### src/hdl/bf_round_f.sv
module bf_round_f (
    input  logic [3:0][31:0] i_q,
    input  logic [31:0]      i_r,
    output logic [31:0]      o_r
);
    logic [31:0] sum01;
    logic [31:0] f_val;

    assign sum01 = i_q[0] + i_q[1];
    assign f_val = (sum01 ^ i_q[2]) + i_q[3];
    assign o_r   = i_r ^ f_val;

endmodule

### config.mk
export PLATFORM = sky130hd
export DESIGN_NAME = bf_round_f
export DESIGN_NICKNAME = d
export VERILOG_FILES = /design/src/hdl/bf_round_f.sv
export SDC_FILE = /design/constraint.sdc
export NUM_CORES = 1
export LEC_CHECK = 0
export ABC_AREA = 1
export BUFFER_PORTS_ARGS = -buffer_cell sky130_fd_sc_hd__buf_4
export CAP_MARGIN = 5
export CORE_MARGIN = 5
export CORE_UTILIZATION = 52
export DETAILED_ROUTE_END_ITERATION = 10
export PLACE_DENSITY = 0.91
export SLEW_MARGIN = 20
export SYNTH_ARGS = -nofsm -noshare
export SYNTH_HDL_FRONTEND = slang
export SYNTH_SLANG_ARGS = --single-unit
### constraint.sdc
create_clock -name vclk -period 4.1
set_input_delay 0.41 -clock vclk [all_inputs]
set_output_delay 0.41 -clock vclk [all_outputs]
set_load 0.005 [all_outputs]
==> Word-level counts from Yosys, hierarchy flattened <==
Index checks and enable logic that the tools add are counted.
W data, S select, Z words.
{ "totals": {"reg_bits": 0, "out_inout_bits": 32} }
{ "classes": {"n_addsub": 2, "bitwise_logic": 2} }
{ "op_table": {"columns": ["operator", "count"], "rows": [
  ["$add A32 B32 Y32", 2],
  ["$xor A32 B32 Y32", 2]
]} }

==> Longest topological paths before layout <==
{ "depth": {"ltp_word": 4, "ltp_mapped": 25} }

==> Least setup slack after synthesis <==
OpenSTA, ideal clock, no wires.
{ "synth_timing": {"kind": "input to output", "startpoint": "input i_q[0] (netlist name)", "endpoint": "output o_r[25]", "arrival_ns": 2.882, "required_ns": 3.690, "path_slack_ns": 0.808, "path_stages": 23, "cell_sequence": "ha_1 -> inv_1 -> fa_1 -> o21ai_2 -> nand2_1 -> nand2_1 -> nand2_1 -> nand3_2 -> nand2_1 -> nand2_1 -> nand2_1 -> nand2_1 -> inv_1 -> ha_1 -> nand2_1 -> nor2_2 -> inv_2 -> nor2_2 -> nand3_1 -> or2_1 -> nand3_1 -> nand2_1 -> nand2_1"} }
{ "synth_between": {"elab_chain_len": 4} }
{ "synth_lines": {"columns": ["element", "line", "source"], "rows": [
  ["start: declaration", "2", "input logic [3:0][31:0] i_q,"],
  ["$add A32 B32 Y32", "9", "assign sum01 = i_q[0] + i_q[1];"],
  ["$xor A32 B32 Y32", "10", "assign f_val = (sum01 ^ i_q[2]) + i_q[3];"],
  ["$add A32 B32 Y32", "10", null],
  ["$xor A32 B32 Y32", "11", "assign o_r = i_r ^ f_val;"],
  ["end: declaration", "4", "output logic [31:0] o_r"]
]} }
Every way passes these cells.

==> Worst setup path after layout <==
{ "layout_timing": {"startpoint": "input i_q[37] (netlist name)", "endpoint": "output o_r[23]"} }
Same word-level chain as after synthesis.

==> results.md <==
- Synth top area cells: nand2_1, ha_1, inv_1
- Peak VDD IR: roughly 160 uV
- DRT Wirelength: between 15 and 20 mm
- Die area: 11300 sq um
- Core ar.: roughly 9200 sq um
- Status: complete, no violations
- Maxcap violations: 0
- Fin Setup TNS: 0 ns
- Post-synth top area cell: nand2_1
- Global-route wire length before repair: ~25 mm
- Remaining routing DRC violations: 0
- Tot GR Track Use: 0.261
- Clk_buf instances: 0
- Vias per cell: around 5
- Leakage: between 0.003 and 0.004 uW
- FF+latch count: 0
- Placed Area: between 6000 and 7000 sq um
- Area growth, synth to finish: 32.9%
- Mapped Cells: about 900
- Die H: approximately 110 um
- Slew HR: 0.776
- Net Switching: roughly 1000 uW
- Mapped cell area: about 4800 sq um
- Switching part of the total: 0.539
- Critical Path Max Stage Delay: around 0.38 ns
- Routed len/inst: about 13 um
- Final worst setup slack: ~0.34 ns
- Seq pwr share: 0
- Crit path launch type: input pin
- Starting Density: 0.529
- CP Data Required Time: around 3.7 ns
- Critical path fanouts, max: 4
- Synth cell count leaders: nand2_1, inv_1, nor2_1
- Via Count: just over 6k
- Part of the power in the clock network: 0
- RSZ-0062 raised after global routing: false
- Cell repeated most along the worst path: nand2_1
- Post-synth net total: about 1.1k
- I/O pin cnt: about 190
- Ratio of cells with drive above 1 in the final layout: 0.211
- Synth warn: 0
- PD cells: 295 nW/um^2
- Critical path class: in2out
- Sequential cell area: 0 sq um
- P_int: just under 900 uW
- Critical path, cell by cell: buf_4 > ha_1 > nand2_1 > nor2_1 > nand3_1 > nand2_1 > nand3_1 > nand2_1 > xor2_1 > inv_1 > ha_1 > nand2_1 > nor2_2 > inv_2 > nor2_1 > nand2_1 > nand2_1 > nand2_1 > nand2_1 > xor2_1 > buf_4
- GR Overflow Total: 0
- PortBufs: roughly 190
- Die width: approximately 110 um
- Part of the Yosys area used for sequential elements: 0
- Buffers & Inverters on Critical Path: 4
- Fin nets: about 1.3k
- Combinational share of power: 1.000
- Critical path's slowest cell: ha_1
- Post-synth top area share: 0.228
- Initial drt markers: between 200 and 250
- Post-route cell area: 6440 sq um
- Antenna diode instance count: 0
- Hold WC Path Type: in2out
- Dpl hpwl: 14.4 mm
- First-pass iteration count of the detailed router: 5
- Delay-heaviest family, CP: simple AND/OR/NAND/NOR gates
- GP Congestion: ~1
- Largest net degree at the start of global routing: 6
- Data arrival time of the worst path: roughly 3.4 ns
- Max-slew violation count: 0
- Syn Area/Cell: 5.44 sq um
- Most frequent cell after synthesis: nand2_1
- Num rows: 35
- Final setup violation count: 0
- CTS Hold Bufs: 0
- Synth unique cells: 32
- Initial antenna violation count: 0
- Vias in the first global route: 5742
- Post-place setup slack: between 0.2 and 0.3 ns
- Post-DRT Antenna Nets: 0
- Fin. Hold Viols: 0
- Fmax: 266 MHz
- Tcrit/Tclk final: 0.918
- Worst setup EP type: output port
- Post-route minimum period: roughly 3.8 ns
- Worst-Margin Slew: around 0.33 ns
metrics by stage:
stage,std cells,hold WS (ns),power (uW),utilization
final,1193,1.08,1900,0.704
after global routing,1193,1.10,2120,0.704
after CTS,1193,1.08,1890,0.702
after detailed placement,1193,1.08,1880,0.702
after global placement,1193,1.08,1850,0.702
after floorplan,890,0.871,1190,-
cell type report:
cell class | count | area [sq um]
Tap cell | 111 | 139
Fill cell | 837 | 2710
Inverter | 156 | 586
Multi-Input combinational cell | 734 | 4270
Timing Repair Buffer | 192 | 1440
power groups by stage:
stage	registers, uW	clock network (uW)	logic, uW
5_1_grt	0	0	2120
3_3_place_gp	0	0	1850
6_report	0	0	1900
2_1_floorplan	0	0	1190
3_5_place_dp	0	0	1880
4_1_cts	0	0	1890
timing repair:
item	in CTS	in global routing
gates resized for setup	0	6
setup endpoints to repair	0	6
buffers inserted	0	0
placed cells by master, fill, tap and decap left out:
master | synthesis | final
buf_4 | 0 | 192
fa_2 | 0 | 1
nor3b_2 | 1 | 1
a31oi_1 | 2 | 2
xnor2_1 | 40 | 40
a21oi_2 | 1 | 1
nor2_1 | 78 | 76
nor3_1 | 9 | 9
nand3b_1 | 12 | 12
o21bai_1 | 6 | 6
a21o_1 | 11 | 11
nand2_1 | 294 | 294
clkinv_1 | 1 | 1
ha_1 | 67 | 64
ha_2 | 0 | 3
nor4_1 | 1 | 1
inv_2 | 14 | 14
o21ai_1 | 6 | 6
nor2_2 | 5 | 7
or2_1 | 3 | 3
nor2_4 | 1 | 1
nor3_2 | 1 | 1
nand2_2 | 5 | 5
inv_1 | 141 | 141
o21ai_2 | 1 | 1
nand2b_1 | 1 | 1
xor2_1 | 58 | 58
nand3_1 | 41 | 41
nand3_2 | 1 | 1
o21ai_0 | 14 | 14
fa_1 | 2 | 1
and2_1 | 2 | 2
a21oi_1 | 57 | 57
o21a_1 | 4 | 4
nand4_1 | 10 | 10
worst paths after layout:
check                from  endpoint  slack, ns  cells after the start
hold / removal     i_r[1]    o_r[1]       1.08                      3
setup / recovery  i_q[37]   o_r[23]       0.34                     21
logic make-up after synthesis:
| family | Yosys count | share of synthesized area |
|---|---|---|
| AOI/OAI and AO/OA | 102 | 0.118 |
| xor gates and xnor gates | 98 | 0.177 |
| adders and majority gates | 69 | 0.181 |
| buffers and inverters | 156 | 0.121 |
| and+or+nand+nor | 465 | 0.402 |
metal layers:
metal | wire length (um) | global-route usage | vias to the layer above
met5 | 0 | 0 | -
met3 | 1090 | 0.0237 | 39
met4 | 505 | 0.0767 | 0
li1 | - | - | 3178
met1 | 6500 | 0.327 | 2627
met2 | 7370 | 0.470 | 222
No activity file was read; power rests on OpenSTA's default activity.
